File: config.mk
export PLATFORM = sky130hd
export DESIGN_NAME = button_packet_drive_controller_unit
export DESIGN_NICKNAME = d
export VERILOG_FILES = /design/src/rtl/bpd_pkg.sv /design/src/rtl/bpd_cfg.sv /design/src/rtl/bpd_deframe.sv /design/src/rtl/bpd_drive.sv /design/src/rtl/button_packet_drive_controller_unit.sv
export SDC_FILE = /design/constraint.sdc
export NUM_CORES = 1
export LEC_CHECK = 0
export ABC_AREA = 1
export BUFFER_PORTS_ARGS = -buffer_cell sky130_fd_sc_hd__buf_2
export CORE_ASPECT_RATIO = 2
export CORE_UTILIZATION = 55
export DETAILED_ROUTE_END_ITERATION = 10
export HOLD_SLACK_MARGIN = 0.12
export PLACE_DENSITY = 0.79
export SLEW_MARGIN = 20
export SYNTH_ARGS = -nofsm -noshare
export SYNTH_HDL_FRONTEND = slang
export SYNTH_SLANG_ARGS = --single-unit
File: constraint.sdc
create_clock -name clk -period 5 [get_ports clk]
set_input_delay 0 -clock clk [delete_from_list [all_inputs] [get_ports clk]]
set_output_delay 0 -clock clk [all_outputs]
set_load 0.05 [all_outputs]
File: src/rtl/bpd_pkg.sv
// Shared types, register indexes and byte codes for the button-packet drive controller.
package bpd_pkg;

  // Field widths
  localparam int unsigned DistW  = 13;
  localparam int unsigned HoldW  = 16;
  localparam int unsigned ByteW  = 8;
  localparam int unsigned InDataW  = 48;
  localparam int unsigned OutDataW = 16;

  // Configuration register indexes (byte address bits [3:2])
  localparam logic [1:0] REG_FWD_CLEAR  = 2'd0;
  localparam logic [1:0] REG_AUTO_CLEAR = 2'd1;
  localparam logic [1:0] REG_BACKUP     = 2'd2;

  // Item kinds carried on tuser
  localparam logic OP_BYTE = 1'b0;
  localparam logic OP_TICK = 1'b1;

  // Packet framing bytes and button codes
  localparam logic [7:0] CH_START  = 8'h21;  // '!'
  localparam logic [7:0] CH_BUTTON = 8'h42;  // 'B'
  localparam logic [7:0] CH_ZERO   = 8'h30;  // '0'
  localparam logic [7:0] CH_ONE    = 8'h31;  // '1'
  localparam logic [7:0] CH_FIVE   = 8'h35;  // '5'
  localparam logic [7:0] CH_SIX    = 8'h36;  // '6'
  localparam logic [7:0] CH_SEVEN  = 8'h37;  // '7'
  localparam logic [7:0] CH_EIGHT  = 8'h38;  // '8'

  // Drive modes
  localparam logic [1:0] MODE_STOP = 2'd0;
  localparam logic [1:0] MODE_FWD  = 2'd1;
  localparam logic [1:0] MODE_REV  = 2'd2;
  localparam logic [1:0] MODE_AUTO = 2'd3;

  // Motor commands (two's complement)
  localparam logic [1:0] DRV_STOP = 2'b00;
  localparam logic [1:0] DRV_FWD  = 2'b01;
  localparam logic [1:0] DRV_REV  = 2'b11;

  // Steering positions in half units
  localparam logic [1:0] STEER_RIGHT  = 2'd0;
  localparam logic [1:0] STEER_CENTRE = 2'd1;
  localparam logic [1:0] STEER_LEFT   = 2'd2;

  // Configuration values seen by the datapath
  typedef struct packed {
    logic [DistW-1:0] fwd_clear;
    logic [DistW-1:0] auto_clear;
    logic [HoldW-1:0] backup_ticks;
  } cfg_t;

  // A completed, checked packet from the deframer
  typedef struct packed {
    logic             ok;
    logic [ByteW-1:0] button;
    logic [ByteW-1:0] hit;
  } pkt_t;

  // One result beat
  typedef struct packed {
    logic       backing_up;
    logic       packet_ok;
    logic       led;
    logic [1:0] mode;
    logic [1:0] steer;
    logic [1:0] drive;
  } res_t;

endpackage

File: src/rtl/bpd_cfg.sv
// APB-style configuration registers for the drive thresholds and hold length.
module bpd_cfg
  import bpd_pkg::*;
(
  input  logic        clk,
  input  logic        rst_n,
  input  logic        cfg_psel,
  input  logic        cfg_penable,
  input  logic        cfg_pwrite,
  input  logic [3:0]  cfg_paddr,
  input  logic [31:0] cfg_pwdata,
  output logic [31:0] cfg_prdata,
  output logic        cfg_pready,
  output cfg_t        cfg
);

  logic [DistW-1:0] fwd_clear_r;
  logic [DistW-1:0] auto_clear_r;
  logic [HoldW-1:0] backup_r;
  logic             wr_en;
  logic [1:0]       idx;

  assign cfg_pready = 1'b1;
  assign idx        = cfg_paddr[3:2];
  assign wr_en      = cfg_psel & cfg_penable & cfg_pwrite & cfg_pready;

  // Register writes in the access phase.
  always_ff @(posedge clk) begin
    if (!rst_n) begin
      fwd_clear_r  <= DistW'(250);
      auto_clear_r <= DistW'(200);
      backup_r     <= HoldW'(1000);
    end else if (wr_en) begin
      unique case (idx)
        REG_FWD_CLEAR:  fwd_clear_r  <= cfg_pwdata[DistW-1:0];
        REG_AUTO_CLEAR: auto_clear_r <= cfg_pwdata[DistW-1:0];
        REG_BACKUP:     backup_r     <= cfg_pwdata[HoldW-1:0];
        default: ;
      endcase
    end
  end

  // Read-back multiplexer.
  always_comb begin
    unique case (idx)
      REG_FWD_CLEAR:  cfg_prdata = {{(32-DistW){1'b0}}, fwd_clear_r};
      REG_AUTO_CLEAR: cfg_prdata = {{(32-DistW){1'b0}}, auto_clear_r};
      REG_BACKUP:     cfg_prdata = {{(32-HoldW){1'b0}}, backup_r};
      default:        cfg_prdata = 32'd0;
    endcase
  end

  assign cfg.fwd_clear    = fwd_clear_r;
  assign cfg.auto_clear   = auto_clear_r;
  assign cfg.backup_ticks = backup_r;

endmodule

File: src/rtl/bpd_deframe.sv
// Five-byte button-packet deframer with checksum test.
module bpd_deframe
  import bpd_pkg::*;
(
  input  logic             clk,
  input  logic             rst_n,
  input  logic             step,
  input  logic [ByteW-1:0] rx_byte,
  output pkt_t             pkt
);

  localparam logic [2:0] PH_HUNT   = 3'd0;
  localparam logic [2:0] PH_TAG    = 3'd1;
  localparam logic [2:0] PH_BUTTON = 3'd2;
  localparam logic [2:0] PH_HIT    = 3'd3;
  localparam logic [2:0] PH_CSUM   = 3'd4;

  logic [2:0]       phase_r, phase_nxt;
  logic [ByteW-1:0] button_r, button_nxt;
  logic [ByteW-1:0] hit_r, hit_nxt;
  logic [ByteW-1:0] sum;
  logic             csum_ok;
  logic             pkt_ok;

  // Checksum is the inverted 8-bit sum of the four leading bytes.
  assign sum     = CH_START + CH_BUTTON + button_r + hit_r;
  assign csum_ok = (rx_byte == ~sum);

  // Parser next state for the byte on hand.
  always_comb begin
    phase_nxt  = phase_r;
    button_nxt = button_r;
    hit_nxt    = hit_r;
    pkt_ok     = 1'b0;
    unique case (phase_r)
      PH_HUNT: begin
        if (rx_byte == CH_START) phase_nxt = PH_TAG;
      end
      PH_TAG: begin
        phase_nxt = (rx_byte == CH_BUTTON) ? PH_BUTTON : PH_HUNT;
      end
      PH_BUTTON: begin
        button_nxt = rx_byte;
        phase_nxt  = PH_HIT;
      end
      PH_HIT: begin
        hit_nxt   = rx_byte;
        phase_nxt = PH_CSUM;
      end
      default: begin
        phase_nxt = PH_HUNT;
        pkt_ok    = csum_ok;
      end
    endcase
  end

  assign pkt.ok     = pkt_ok;
  assign pkt.button = button_r;
  assign pkt.hit    = hit_r;

  // Parser state advances only on accepted bytes.
  always_ff @(posedge clk) begin
    if (!rst_n) begin
      phase_r  <= PH_HUNT;
      button_r <= '0;
      hit_r    <= '0;
    end else if (step) begin
      phase_r  <= phase_nxt;
      button_r <= button_nxt;
      hit_r    <= hit_nxt;
    end
  end

endmodule

File: src/rtl/bpd_drive.sv
// Drive state: mode, steering, LED, motor command and the autopilot reverse hold.
module bpd_drive
  import bpd_pkg::*;
(
  input  logic             clk,
  input  logic             rst_n,
  input  logic             step,
  input  logic             op,
  input  logic [DistW-1:0] center_mm,
  input  logic [DistW-1:0] left_mm,
  input  logic [DistW-1:0] right_mm,
  input  pkt_t             pkt,
  input  cfg_t             cfg,
  output res_t             res
);

  logic [1:0]       mode_r, mode_nxt;
  logic [1:0]       steer_r, steer_nxt;
  logic [1:0]       drive_r, drive_nxt;
  logic             led_r, led_nxt;
  logic [HoldW-1:0] hold_r, hold_nxt;
  logic             backing;
  logic             hit;

  assign hit = (pkt.hit == CH_ONE);

  // Next state for one item: packet application on bytes, drive decision on ticks.
  always_comb begin
    mode_nxt  = mode_r;
    steer_nxt = steer_r;
    drive_nxt = drive_r;
    led_nxt   = led_r;
    hold_nxt  = hold_r;
    backing   = 1'b0;
    if (op == OP_BYTE) begin
      backing = (hold_r != '0);
      if (pkt.ok) begin
        led_nxt = (pkt.button != CH_ZERO);
        unique case (pkt.button)
          CH_ONE:   if (hit) mode_nxt = MODE_AUTO;
          CH_FIVE:  mode_nxt = hit ? MODE_FWD : MODE_STOP;
          CH_SIX:   mode_nxt = hit ? MODE_REV : MODE_STOP;
          CH_SEVEN: if (hit && steer_r != STEER_LEFT) steer_nxt = steer_r + 2'd1;
          CH_EIGHT: if (hit && steer_r != STEER_RIGHT) steer_nxt = steer_r - 2'd1;
          default: ;
        endcase
      end
    end else begin
      priority if (hold_r != '0) begin
        hold_nxt  = hold_r - HoldW'(1);
        drive_nxt = DRV_REV;
        backing   = 1'b1;
      end else if (mode_r == MODE_FWD && center_mm >= cfg.fwd_clear) begin
        drive_nxt = DRV_FWD;
      end else if (mode_r == MODE_REV) begin
        drive_nxt = DRV_REV;
      end else if (mode_r == MODE_AUTO) begin
        if (center_mm >= cfg.auto_clear) begin
          drive_nxt = DRV_FWD;
          steer_nxt = STEER_CENTRE;
        end else begin
          // Blocked: reverse while turning away from the nearer side.
          drive_nxt = DRV_REV;
          steer_nxt = (right_mm > left_mm) ? STEER_RIGHT : STEER_LEFT;
          if (cfg.backup_ticks != '0) begin
            hold_nxt = cfg.backup_ticks - HoldW'(1);
            backing  = 1'b1;
          end
        end
      end else begin
        drive_nxt = DRV_STOP;
      end
    end
  end

  // Result fields are the state after this item.
  assign res.drive      = drive_nxt;
  assign res.steer      = steer_nxt;
  assign res.mode       = mode_nxt;
  assign res.led        = led_nxt;
  assign res.packet_ok  = (op == OP_BYTE) & pkt.ok;
  assign res.backing_up = backing;

  always_ff @(posedge clk) begin
    if (!rst_n) begin
      mode_r  <= MODE_STOP;
      steer_r <= STEER_RIGHT;
      drive_r <= DRV_STOP;
      led_r   <= 1'b0;
      hold_r  <= '0;
    end else if (step) begin
      mode_r  <= mode_nxt;
      steer_r <= steer_nxt;
      drive_r <= drive_nxt;
      led_r   <= led_nxt;
      hold_r  <= hold_nxt;
    end
  end

`ifndef SYNTH
  // A pending hold always goes with a reverse command.
  a_hold_rev: assert property (@(posedge clk) disable iff (!rst_n)
    hold_r != '0 |-> drive_r == DRV_REV)
    else $error("hold pending without reverse command");

  // Steering saturates and never reaches the unused code.
  a_steer_range: assert property (@(posedge clk) disable iff (!rst_n)
    steer_r != 2'd3)
    else $error("steering out of range");

  // A reported reverse hold always drives in reverse.
  a_backing_rev: assert property (@(posedge clk) disable iff (!rst_n)
    step && backing |-> drive_nxt == DRV_REV)
    else $error("backing up without reverse command");
`endif

endmodule

File: src/rtl/button_packet_drive_controller_unit.sv
// Top level of the button-packet drive controller: input register, datapath, result register.
//
// Each input beat is either a received serial byte (tuser 0) or a control tick with three
// sonar distances (tuser 1), and produces exactly one result beat. A beat is held in an
// input register, evaluated by one pass of combinational logic against the parser and
// drive state, and the result is captured in an output register. One beat per cycle is
// sustained while the result side keeps taking beats. The configuration registers live
// on the APB-style port and must only be written while no beat is in flight.
module button_packet_drive_controller_unit
  import bpd_pkg::*;
(
  input  logic                clk,
  input  logic                rst_n,
  // Input stream
  input  logic                in_tvalid,
  output logic                in_tready,
  input  logic [InDataW-1:0]  in_tdata,   // rx_byte[7:0], center_mm[20:8], left_mm[33:21],
                                          // right_mm[46:34], zero[47]
  input  logic                in_tuser,   // op: 0 byte, 1 tick
  // Result stream
  output logic                out_tvalid,
  input  logic                out_tready,
  output logic [OutDataW-1:0] out_tdata,  // drive[1:0], steer[3:2], mode[5:4], led[6],
                                          // packet_ok[7], backing_up[8], zero[15:9]
  // Configuration port
  input  logic                cfg_psel,
  input  logic                cfg_penable,
  input  logic                cfg_pwrite,
  input  logic [3:0]          cfg_paddr,
  input  logic [31:0]         cfg_pwdata,
  output logic [31:0]         cfg_prdata,
  output logic                cfg_pready
);

  logic                in_valid_r;
  logic                in_op_r;
  logic [InDataW-2:0]  in_data_r;
  logic                out_valid_r;
  logic [OutDataW-1:0] out_data_r;
  logic                advance;
  cfg_t                cfg;
  pkt_t                pkt;
  res_t                res;

  // A held beat moves on when the result register is free or being emptied.
  assign advance   = in_valid_r & (~out_valid_r | out_tready);
  assign in_tready = ~in_valid_r | advance;

  // Input register.
  always_ff @(posedge clk) begin
    if (!rst_n) begin
      in_valid_r <= 1'b0;
    end else if (in_tready) begin
      in_valid_r <= in_tvalid;
    end
  end

  always_ff @(posedge clk) begin
    if (in_tready && in_tvalid) begin
      in_op_r   <= in_tuser;
      in_data_r <= in_tdata[InDataW-2:0];
    end
  end

  bpd_cfg u_cfg (
    .clk         (clk),
    .rst_n       (rst_n),
    .cfg_psel    (cfg_psel),
    .cfg_penable (cfg_penable),
    .cfg_pwrite  (cfg_pwrite),
    .cfg_paddr   (cfg_paddr),
    .cfg_pwdata  (cfg_pwdata),
    .cfg_prdata  (cfg_prdata),
    .cfg_pready  (cfg_pready),
    .cfg         (cfg)
  );

  bpd_deframe u_deframe (
    .clk     (clk),
    .rst_n   (rst_n),
    .step    (advance & (in_op_r == OP_BYTE)),
    .rx_byte (in_data_r[7:0]),
    .pkt     (pkt)
  );

  bpd_drive u_drive (
    .clk       (clk),
    .rst_n     (rst_n),
    .step      (advance),
    .op        (in_op_r),
    .center_mm (in_data_r[20:8]),
    .left_mm   (in_data_r[33:21]),
    .right_mm  (in_data_r[46:34]),
    .pkt       (pkt),
    .cfg       (cfg),
    .res       (res)
  );

  // Result register.
  always_ff @(posedge clk) begin
    if (!rst_n) begin
      out_valid_r <= 1'b0;
    end else if (advance) begin
      out_valid_r <= 1'b1;
    end else if (out_tready) begin
      out_valid_r <= 1'b0;
    end
  end

  always_ff @(posedge clk) begin
    if (advance) begin
      out_data_r <= {7'd0, res.backing_up, res.packet_ok, res.led,
                     res.mode, res.steer, res.drive};
    end
  end

  assign out_tvalid = out_valid_r;
  assign out_tdata  = out_data_r;

endmodule

==> impl_metrics.py, run 1 <==
metrics = {
    "grt": {
        "antenna_found_initial": 0,
        "grt_pass1_wl_um": 35480,
        "grt_pass1_vias": 7512,
        "grt_max_degree": 78,
        "track_usage_pct": 31.00,
        "grt_overflow_total": 0,
    },
    "synth": {
        "avgSynthCellArea_um2": 7.888,
        "synth_top_area_share_pct": 21.09,
        "syn_inst": 1035,
        "ys_seq_elements": 143,
        "syn_area_um2": 8164,
        "synth-seq-area-share_pct": 42.05,
        "yosys_warnings": 0,
        "synthFlopType": "dfxtp_1",
        "synth_area_leader_cell": "dfxtp_1",
        "synth_commonest_cells": "nand2_1 (200), inv_1 (160), a21oi_1 (87)",
        "synthTopCellsByArea": "dfxtp_1 (21%), edfxtp_1 (21%), nand2_1 (9.2%)",
        "synth_edf_count": 57,
        "async_reset_ff_share_pct": 0,
        "synth.most_common_cell": "nand2_1",
        "synth_cell_types": 45,
    },
    "run_status": {
        "outcome": "finished, final reports clean",
    },
    "min_path": {
        "hp-class": "in -> reg",
    },
    "cells_and_area": {
        "utilization_pct": 69.25,
        "drive_gt1_share_pct": 14.44,
        "diodes": 0,
        "nNetsFinal": 1347,
        "nFillCells": 1116,
        "synthToLayoutAreaGrowth_pct": 22.39,
    },
    "power_and_ir_drop": {
        "total_power_mw": 4.121,
        "switching_share_pct": 38.87,
        "internal_power_mw": 2.519,
        "power.density_nw_per_um2": 412.4,
        "vdd_drop_max_mv": 0.2749,
        "power.share.clock_pct": 30.8,
        "pwr-share-comb_pct": 37.1,
        "p_leak_nw": 4.606,
        "pwr-share-seq_pct": 32.1,
        "netSwitchingPower_mw": 1.602,
    },
    "clock_network": {
        "clk_latency_ps": 420,
        "cts_htree_levels": 4,
        "cts_sinks": 143,
        "clock_tree.buffer_depth": 2,
        "clk_pin_slew_worst_paths_ps": 60,
        "root_buffer": "clkbuf_16",
        "post_cts_buffers": 0,
        "cts_buffers": 17,
        "cts_tree": "yes",
    },
    "drt": {
        "wl_per_cell_um": 16.25,
        "drc": 0,
        "first_pass_iters": 5,
        "vias_per_cell": 5.454,
        "wl_um": 22820,
        "drt_iter0_drc": 400,
        "vias": 7658,
        "final_antenna_net_count": 0,
    },
    "floorplan": {
        "start_util_pct": 56.58,
        "io_pins": 143,
        "die_height_um": 174.3,
        "rows": 62,
        "coreArea_um2": 14430,
        "dieWidth_um": 88.15,
        "dieArea_um2": 15360,
    },
    "critical_path": {
        "crit_type": "reg -> reg",
        "start_kind": "flop",
        "worstSetupEndpointType": "flop",
        "path_max_fanout": 6,
        "cp_data_required_time_ps": 5170,
        "arrival_ps": 3200,
    },
    "sta": {
        "min_period_ps": 3039,
        "grt_setup_unrepaired": "false",
        "worstMarginPinSlew_ps": 1067,
        "finalCritPeriodShare_pct": 60.78,
        "skew_ps": 13.61,
        "setup_tns_ps": 0,
        "whs_ps": 222.4,
        "fmax_mhz": 329.1,
        "setup_violations": 0,
        "report.final.slew_viol_count": 0,
        "hold_viol": 0,
        "slew_headroom_pct": 28.85,
    },
    "placed_design": {
        "place.port_buffers": 99,
        "place_congestion": 0.9391,
        "hpwl_um": 16200,
    },
    "job": {
        "maxCapViolCount": 0,
    },
}
[state kept, by name, summed over array words and instances (netlist names)]
signal              cells
in_data_r              47
u_cfg.backup_r         16
u_drive.hold_r         16
u_cfg.auto_clear_r     13
u_cfg.fwd_clear_r      13
out_tdata               9
u_deframe.button_r      8
u_deframe.hit_r         8
u_deframe.phase_r       3
u_drive.drive_r         2
u_drive.mode_r          2
u_drive.steer_r         2
in_op_r                 1
in_valid_r              1
out_tvalid              1
u_drive.led_r           1
[timing repair]
action | 4_1_cts | 5_1_grt
resized for setup | 0 | 0
endpoints found under the hold margin | 92 | 0
endpoints found under the setup margin | 0 | 0
hold buffers | 73 | 0
[layout make-up]
class	instances	area, um2	area share, %
clock buffers	24	514.2	5.147
clock inverters	8	78.83	0.7889
inverters	168	633.1	6.336
multi-input cells	696	3859	38.62
flip-flops and latches	143	3433	34.36
well taps	192	240.2	2.404
repair buffers	173	1234	12.35
[critical path, cell delays in order (launching register included)]
cell and delay [ps]:
dfxtp_1 350, inv_1 110, ha_1 290, inv_1 90, ha_1 210, inv_1 70, fa_1 510, inv_1 40
nand2_1 50, nand2_1 70, nor2_1 100, nand2_1 80, nor2_2 90, nand3_2 160, nor3_4 230, nand2_2 120
o21ai_2 140, nand2_1 80
[layout by cell type, fill, tap and decap left out, types with 6 or more instances in the layout]
cell             n
nand2_1        200
inv_1          159
buf_2           99
a21oi_1         87
dfxtp_1         86
nor2_1          74
dlygate4sd3_1   73
o21ai_0         71
nand3_1         59
edfxtp_1        57
ha_1            55
nand4_1         26
conb_1          24
clkbuf_16       19
o211ai_1        16
o221ai_1        13
nor3_1          11
nand2_2         10
nor2_2           9
inv_2            7
nor2_4           6
o21ai_1          6
[cells by family (layout without fill, tap and decap cells)]
family | Yosys count | after routing | share of synthesized area [%]
simple gates | 417 | 417 | 23.94
xor+xnor | 4 | 4 | 0.4292
compound gates | 195 | 195 | 13.12
buf+inv | 218 | 373 | 11.69
fa+ha+maj | 56 | 56 | 8.674
other cells | 2 | 24 | 0.09199
flops | 143 | 143 | 42.05
[layer usage]
metal / global-route usage [%] / vias to the layer above / routed length [um]
met3: 4.511 / 119 / 1041
li1: - / 3732 / -
met4: 27.62 / 0 / 2279
met5: 0 / - / 0
met1: 27.63 / 3469 / 7243
met2: 57.04 / 338 / 12260
[through the flow]
stage | cell area [um2] | worst slack (ps) | cells
after floorplan | 8247 | 2408 | 1057
after global placement | 8668 | 2043 | 1299
after detailed placement | 8668 | 2016 | 1299
after CTS | 9992 | 1976 | 1404
after global routing | 9992 | 1762 | 1404
final | 9992 | 1961 | 1404
[power by group through the flow]
stage | Clock (mW) | Combinational, mW | Sequential [mW]
2_1_floorplan | 0 | 1.22 | 1.37
3_3_place_gp | 0 | 1.42 | 1.34
3_5_place_dp | 0 | 1.45 | 1.35
4_1_cts | 1.26 | 1.52 | 1.32
5_1_grt | 1.32 | 1.68 | 1.33
6_report | 1.27 | 1.53 | 1.32
[worst paths after layout]
kind / from / endpoint / slack [ps] / depth (start not counted)
min reg2reg: u_drive.hold_r[3]$_SDFFE_PN0P_ / u_drive.hold_r[3]$_SDFFE_PN0P_ / 480 / 2
max: u_deframe.button_r[1]$_SDFFE_PN0P_ / out_tdata[6]$_DFFE_PP_ / 1960 / 17
max reg2reg: u_deframe.button_r[1]$_SDFFE_PN0P_ / out_tdata[6]$_DFFE_PP_ / 1960 / 17
min: cfg_pwrite / u_cfg.backup_r[5]$_SDFFE_PN1P_ / 220 / 5
Note: power is estimated with default switching activity, not from simulation.
==> inputs of run 2 (changes only) <==
--- a/config.mk
+++ b/config.mk
@@ -5,7 +5,7 @@
 export SDC_FILE = /design/constraint.sdc
 export NUM_CORES = 1
 export LEC_CHECK = 0
-export ABC_AREA = 1
+export ABC_AREA = 0
 export BUFFER_PORTS_ARGS = -buffer_cell sky130_fd_sc_hd__buf_2
 export CORE_ASPECT_RATIO = 2
 export CORE_UTILIZATION = 55
==> constraint.sdc (replaced) <==
create_clock -name clk -period 3.11 [get_ports clk]
set_input_delay 0 -clock clk [delete_from_list [all_inputs] [get_ports clk]]
set_output_delay 0 -clock clk [all_outputs]
set_load 0.05 [all_outputs]
==> run 2 against run 1 <==
  * First-iteration DRC count increased by 13%
  * Clock skew decreased by 4.0 ps
  * Clock power increased by 61%
  * Largest power group is now sequential cells
==> impl_metrics.py, run 2 <==
metrics = {
    "sta": {
        "setup_tns_ps": 0,
        "report.final.slew_viol_count": 0,
        "setup_violations": 0,
        "min_period_ps": 2996,
        "hold_viol": 0,
        "fmax_mhz": 333.8,
        "grt_setup_unrepaired": "true",
        "skew_ps": 9.657,
        "finalCritPeriodShare_pct": 96.34,
        "slew_headroom_pct": 43.36,
        "worstMarginPinSlew_ps": 847.0,
    },
    "min_path": {
        "hp-class": "in -> reg",
    },
    "critical_path": {
        "crit_type": "reg -> reg",
        "cp_slowest_cell": "dfxtp_1",
        "path_max_fanout": 5,
        "start_kind": "flop",
        "cp_slowest_stage_delay_ps": 410,
        "worstSetupEndpointType": "flop",
        "arrival_ps": 3320,
        "path_cells": "nor2_1 -> and4b_1 -> and3_1 -> a21oi_1 -> ha_2 -> nand2b_1 -> a311o_1 -> a2111o_1 -> buf_4 -> a2111oi_4 -> o21ai_1 -> o311a_1",
        "cp_data_required_time_ps": 3430,
    },
    "cells_and_area": {
        "design_area_um2": 9836,
        "multiInputGateArea_um2": 3938,
        "mostFrequentLayoutCell": "nand2_1",
        "final_cell_mix": "nand2_1 (129), buf_2 (99), dfxtp_1 (84)",
        "nFillCells": 1012,
        "max_flop_register": "in_data_r",
        "synthToLayoutAreaGrowth_pct": 27.00,
        "nNetsFinal": 1174,
        "top_regs": "in_data_r (47), u_cfg.backup_r (16), u_drive.hold_r (16)",
        "instances_no_fill": 1228,
        "regArea_um2": 3436,
        "largest_reg_flops": 47,
        "drive_gt1_share_pct": 18.19,
        "diodes": 0,
    },
    "placed_design": {
        "dp_cells": 1121,
        "placed_area_um2": 8433,
        "hpwl_um": 15470,
        "place_congestion": 0.9954,
        "place.port_buffers": 99,
    },
    "clock_network": {
        "cts_tree": "yes",
        "cts_sinks": 143,
        "root_buffer": "clkbuf_16",
        "clock_tree.buffer_depth": 2,
        "clk_pin_slew_worst_paths_ps": 70,
        "clk_latency_ps": 430,
        "cts_htree_levels": 4,
        "cts_buffers": 17,
    },
    "floorplan": {
        "coreArea_um2": 13810,
        "die_height_um": 169.8,
        "io_pins": 143,
        "dieArea_um2": 14590,
        "dieWidth_um": 85.91,
        "start_util_pct": 56.06,
        "rows": 61,
    },
    "synth": {
        "yosys.area_share.adder_pct": 9.144,
        "ys_seq_elements": 143,
        "synthFlopType": "dfxtp_1",
        "synth_area_leader_cell": "dfxtp_1",
        "synthSimpleGateAreaFrac_pct": 17.59,
        "synth_top_family_by_area": "simple AND/OR/NAND/NOR gates",
        "synth_commonest_cells": "nand2_1 (129), dfxtp_1 (86), a21oi_1 (70)",
        "synth_edf_count": 57,
        "synth_cell_types": 77,
        "synth_compound_area_share_pct": 16.40,
        "synth-seq-area-share_pct": 44.33,
        "synth_top_area_share_pct": 22.23,
        "synthTopCellsByArea": "dfxtp_1 (22%), edfxtp_1 (22%), ha_1 (8.9%)",
        "syn_area_um2": 7745,
        "async_reset_ff_share_pct": 0,
        "synth.most_common_cell": "nand2_1",
        "yosys_warnings": 0,
        "synth.area.mux_share_pct": 3.667,
        "synthXorXnorAreaFrac_pct": 1.809,
        "avgSynthCellArea_um2": 9.187,
        "syn_inst": 843,
    },
    "run_status": {
        "outcome": "finished, final reports clean",
    },
    "drt": {
        "vias": 7161,
        "wl_per_cell_um": 18.14,
        "drt_iter0_drc": 451,
        "first_pass_iters": 6,
        "drc": 0,
        "final_antenna_net_count": 0,
        "vias_per_cell": 5.831,
        "wl_um": 22280,
    },
    "grt": {
        "grt_pass1_wl_um": 35270,
        "grt_pass1_vias": 7380,
        "grt_max_degree": 49,
        "track_usage_pct": 32.16,
        "grt_overflow_total": 0,
        "antenna_found_initial": 0,
    },
    "power_and_ir_drop": {
        "p_leak_nw": 4.044,
        "total_power_mw": 4.594,
        "power.density_nw_per_um2": 467.1,
        "vdd_drop_max_mv": 0.4271,
    },
    "job": {
        "maxCapViolCount": 0,
    },
}
[run 2: kinds of logic (layout without fill, tap and decap cells)]
| logic type | count (synthesis) | in the layout |
|---|---|---|
| AOI/OAI and AO/OA | 193 | 193 |
| xor gates and xnor gates | 16 | 16 |
| adders and majority gates | 56 | 56 |
| buffers and inverters | 118 | 292 |
| DFF | 143 | 143 |
| muxes | 28 | 28 |
| other | 2 | 24 |
| and+or+nand+nor | 287 | 287 |
[run 2: critical path: cells and delay by family (launching register included)]
kind,cells,cell delay [ps]
adders and majority gates,1,230
and+or+nand+nor,4,660
buffers and inverters,1,170
AOI/OAI and AO/OA,6,1420
DFF,1,410
[run 2: where the power goes]
group	internal, mW	leakage (nW)	switching, mW
Clock	1.20	0.283	0.849
Sequential	2.01	1.25	0.0381
Combinational	0.188	2.51	0.313
Total	3.39	4.04	1.20
[run 2: timing repair]
| item | 4_1_cts | 5_1_grt |
|---|---|---|
| buffers inserted | 0 | 4 |
| hold buffers | 71 | 0 |
| pin swaps | 0 | 9 |
| endpoints found under the hold margin | 93 | 0 |
| setup endpoints to repair | 1 | 11 |
| resized for setup | 2 | 17 |
[run 2: final timing paths]
kind                                       from                                 end  slack, ps  cells past startpoint
max              u_drive.hold_r[2]$_SDFFE_PN0P_     u_drive.hold_r[14]$_SDFFE_PN0P_        110                     12
min reg2reg  u_deframe.button_r[6]$_SDFFE_PN0P_  u_deframe.button_r[6]$_SDFFE_PN0P_        470                      2
max reg2reg      u_drive.hold_r[2]$_SDFFE_PN0P_     u_drive.hold_r[14]$_SDFFE_PN0P_        110                     12
min                                in_tdata[31]             in_data_r[31]$_DFFE_PP_        270                      2
[run 2: area by class of cell]
type,count,share of cell area [%]
well taps,189,2.404
repair buffers,195,14.17
clock inverters,14,1.616
flip-flops and latches,143,34.93
clock buffers,18,4.363
multi-input cells,604,40.03
inverters,65,2.481
[run 2: through the flow]
| stage | util (%) | hold WS (ps) | worst slack, ps |
|---|---|---|---|
| final | 71.20 | 269.1 | 113.8 |
| after global routing | 71.20 | 280.4 | -44.75 |
| after CTS | 70.48 | 265.4 | 21.36 |
| after detailed placement | 61.05 | 178.1 | -13.51 |
| after global placement | 61.05 | 177.0 | 95.72 |
| after floorplan | - | 98.87 | 22.69 |
[run 2: per-layer routing]
| metal | vias up | global-route usage (%) | wire (um) |
|---|---|---|---|
| li1 | 3326 | - | - |
| met4 | 0 | 26.09 | 1655 |
| met2 | 334 | 60.90 | 12410 |
| met1 | 3386 | 27.63 | 7088 |
| met5 | - | 0 | 0 |
| met3 | 115 | 7.129 | 1126 |
==> inputs of run 3 (changes only) <==
--- a/config.mk
+++ b/config.mk
@@ -10,6 +10,7 @@
 export CORE_ASPECT_RATIO = 2
 export CORE_UTILIZATION = 55
 export DETAILED_ROUTE_END_ITERATION = 10
+export GPL_TIMING_DRIVEN = 0
 export HOLD_SLACK_MARGIN = 0.12
 export PLACE_DENSITY = 0.79
 export SLEW_MARGIN = 20
==> constraint.sdc (replaced) <==
create_clock -name clk -period 3.11 [get_ports clk]
set_input_delay 0.622 -clock clk [delete_from_list [all_inputs] [get_ports clk]]
set_output_delay 0.622 -clock clk [all_outputs]
set_load 0.05 [all_outputs]
==> run 3 against run 2 <==
  * Wire length is 0.25% lower
  * Combinational power is 7.8% lower
  * Worst hold slack better by 93 ps
  * Die area stayed put
  * Via count is 1.6% lower
  * Power is 1.1% higher
  * First-iteration DRC count is 4.7% higher
  * Sequential power hardly changed
  * Clock skew is 3.4 ps lower
  * Largest cell class unchanged
  * Highest routed layer unchanged
==> impl_metrics.py, run 3 (synthesized netlist as in run 2, its figures left out) <==
metrics = {
    "sta": {
        "finalCritPeriodShare_pct": 99.07,
        "report.final.slew_viol_count": 0,
        "setup_violations": 0,
        "min_period_ps": 3081,
        "hold_viol": 0,
        "worstMarginPinSlew_ps": 1075,
        "whs_ps": 361.6,
        "skew_ps": 6.242,
        "fmax_mhz": 324.6,
        "slew_headroom_pct": 28.20,
        "fin_ws_ps": 28.92,
        "setup_tns_ps": 0,
    },
    "critical_path": {
        "r2r_start": "u_deframe.button_r[1]$_SDFFE_PN0P_",
        "worstSetupEndpointType": "flop",
        "arrival_ps": 3350,
        "path_max_fanout": 6,
        "r2r_end": "out_tdata[4]$_DFFE_PP_",
        "start_kind": "flop",
        "cp_data_required_time_ps": 3380,
        "cp_slowest_cell": "fa_2",
        "path_cells": "inv_4 -> ha_4 -> inv_2 -> ha_4 -> inv_2 -> fa_2 -> xnor2_1 -> nand4_1 -> nor4_2 -> buf_4 -> buf_4 -> and3_1 -> nand3_1 -> o21ai_2",
        "regToRegSetupSlack_ps": 30,
        "crit_type": "reg -> reg",
        "ff2ff_path_depth": 14,
        "cp_slowest_stage_delay_ps": 560,
    },
    "drt": {
        "wl_met1_um": 6924,
        "final_antenna_net_count": 0,
        "met3_wirelength_um": 1291,
        "dr_wl_met2_um": 12290,
        "highest-signal-layer": "met4",
        "drc": 0,
        "vias": 7046,
        "vias_per_cell": 5.842,
        "drt_iter0_drc": 472,
        "first_pass_iters": 6,
        "wl_per_cell_um": 18.42,
        "wl_um": 22220,
    },
    "power_and_ir_drop": {
        "vdd_drop_max_mv": 0.4254,
        "power.density_nw_per_um2": 480.6,
        "total_power_mw": 4.644,
        "p_leak_nw": 4.015,
    },
    "floorplan": {
        "start_util_pct": 56.06,
        "io_pins": 143,
        "die_height_um": 169.8,
        "dieArea_um2": 14590,
        "rows": 61,
        "dieWidth_um": 85.91,
        "coreArea_um2": 13810,
    },
    "cells_and_area": {
        "nNetsFinal": 1152,
        "drive_gt1_share_pct": 24.68,
        "final_cell_mix": "nand2_1 (129), buf_2 (101), dfxtp_1 (71)",
        "synthToLayoutAreaGrowth_pct": 24.77,
        "max_flop_register": "in_data_r",
        "top_regs": "in_data_r (47), u_cfg.backup_r (16), u_drive.hold_r (16)",
        "diodes": 0,
        "mostFrequentLayoutCell": "nand2_1",
        "largest_reg_flops": 47,
    },
    "clock_network": {
        "cts_sinks": 143,
        "cts_buffers": 17,
        "clock_tree.buffer_depth": 2,
        "cts_htree_levels": 4,
        "clk_latency_ps": 430,
        "cts_hold_buf": 0,
        "clk_pin_slew_worst_paths_ps": 60,
        "cts_tree": "yes",
        "root_buffer": "clkbuf_16",
    },
    "job": {
        "maxCapViolCount": 0,
    },
    "grt": {
        "grt_max_degree": 36,
        "track_usage_pct": 30.93,
        "grt_pass1_vias": 7032,
        "antenna_found_initial": 0,
        "grt_overflow_total": 0,
        "grt_pass1_wl_um": 33620,
    },
    "placed_design": {
        "place_congestion": 0.9887,
        "hpwl_um": 16280,
        "pre_cts_ws_ps": -608.9,
        "place.port_buffers": 97,
    },
    "run_status": {
        "outcome": "finished, final reports clean",
    },
    "min_path": {
        "hp-class": "in -> reg",
        "hp-start": "in_tdata[2]",
        "worstHoldPathCells": 1,
        "whs_endpoint": "in_data_r[2]$_DFFE_PP_",
    },
}
[run 3: cell count changes in the layout (fill, tap and decap cells not counted), moves of 3 or more]
| cell | change |
|---|---|
| dfxtp_2 | +3 |
| inv_1 | -3 |
| buf_12 | +3 |
| clkbuf_1 | +19 |
| dfxtp_1 | -13 |
| buf_4 | +20 |
| dlygate4sd3_1 | -71 |
| dfxtp_4 | +10 |
| o21ai_1 | +10 |
| o21ai_0 | -12 |
[run 3: worst max-delay path, delay by kind of cell (launching register included)]
family	cells	cell delay (ps)
buffers and inverters	5	460
AO/OA/AOI/OAI	1	220
AND/OR/NAND/NOR	4	790
flip-flops	1	400
adder cells (fa/ha/maj)	3	910
XOR/XNOR	1	120
[run 3: cell type report]
cell class,count,area (um2)
buffer,53,329.1
fill,1050,4151
inverter,65,246.5
tap,189,236.5
timing repair buffer,120,674.4
sequential,143,3477
clock inverter,14,182.7
multi-input combinational,604,4078
clock buffer,18,439.2
[run 3: power breakdown]
| group | total [mW] | leakage (nW) | switching (mW) | internal [mW] |
|---|---|---|---|---|
| sequential | 2.04 | 1.26 | 0.0370 | 2.00 |
| combinational | 0.462 | 2.46 | 0.307 | 0.155 |
| clock | 2.14 | 0.299 | 0.847 | 1.30 |
[run 3: per-stage QoR]
step	util (%)	instance area, um2	cells
floorplan	-	7829	865
global placement	61.90	8551	1151
detailed placement	62.09	8577	1152
CTS	67.50	9325	1188
global route	69.95	9663	1206
finish	69.95	9663	1206
[run 3: timing repair]
action	in CTS	in global routing
setup buffers	4	18
resized for setup	34	53
pin swaps	8	17
setup endpoints to repair	16	25
[run 3: worst max path at each step]
stage / startpoint / endpoint
after floorplan: u_deframe.button_r[1]$_SDFFE_PN0P_ / out_tdata[6]$_DFFE_PP_
after global placement: u_drive.hold_r[4]$_SDFFE_PN0P_ / u_drive.hold_r[14]$_SDFFE_PN0P_
after detailed placement: u_deframe.button_r[1]$_SDFFE_PN0P_ / out_tdata[4]$_DFFE_PP_
after CTS: u_drive.hold_r[9]$_SDFFE_PN0P_ / u_drive.hold_r[14]$_SDFFE_PN0P_
after global routing: u_drive.hold_r[2]$_SDFFE_PN0P_ / u_drive.hold_r[14]$_SDFFE_PN0P_
final: u_deframe.button_r[1]$_SDFFE_PN0P_ / out_tdata[4]$_DFFE_PP_
[run 3: metal layers]
metal,vias up,global-route usage (%)
met5,-,0
met4,0,24.86
met3,136,6.159
met2,383,59.21
met1,3236,26.52
li1,3291,-
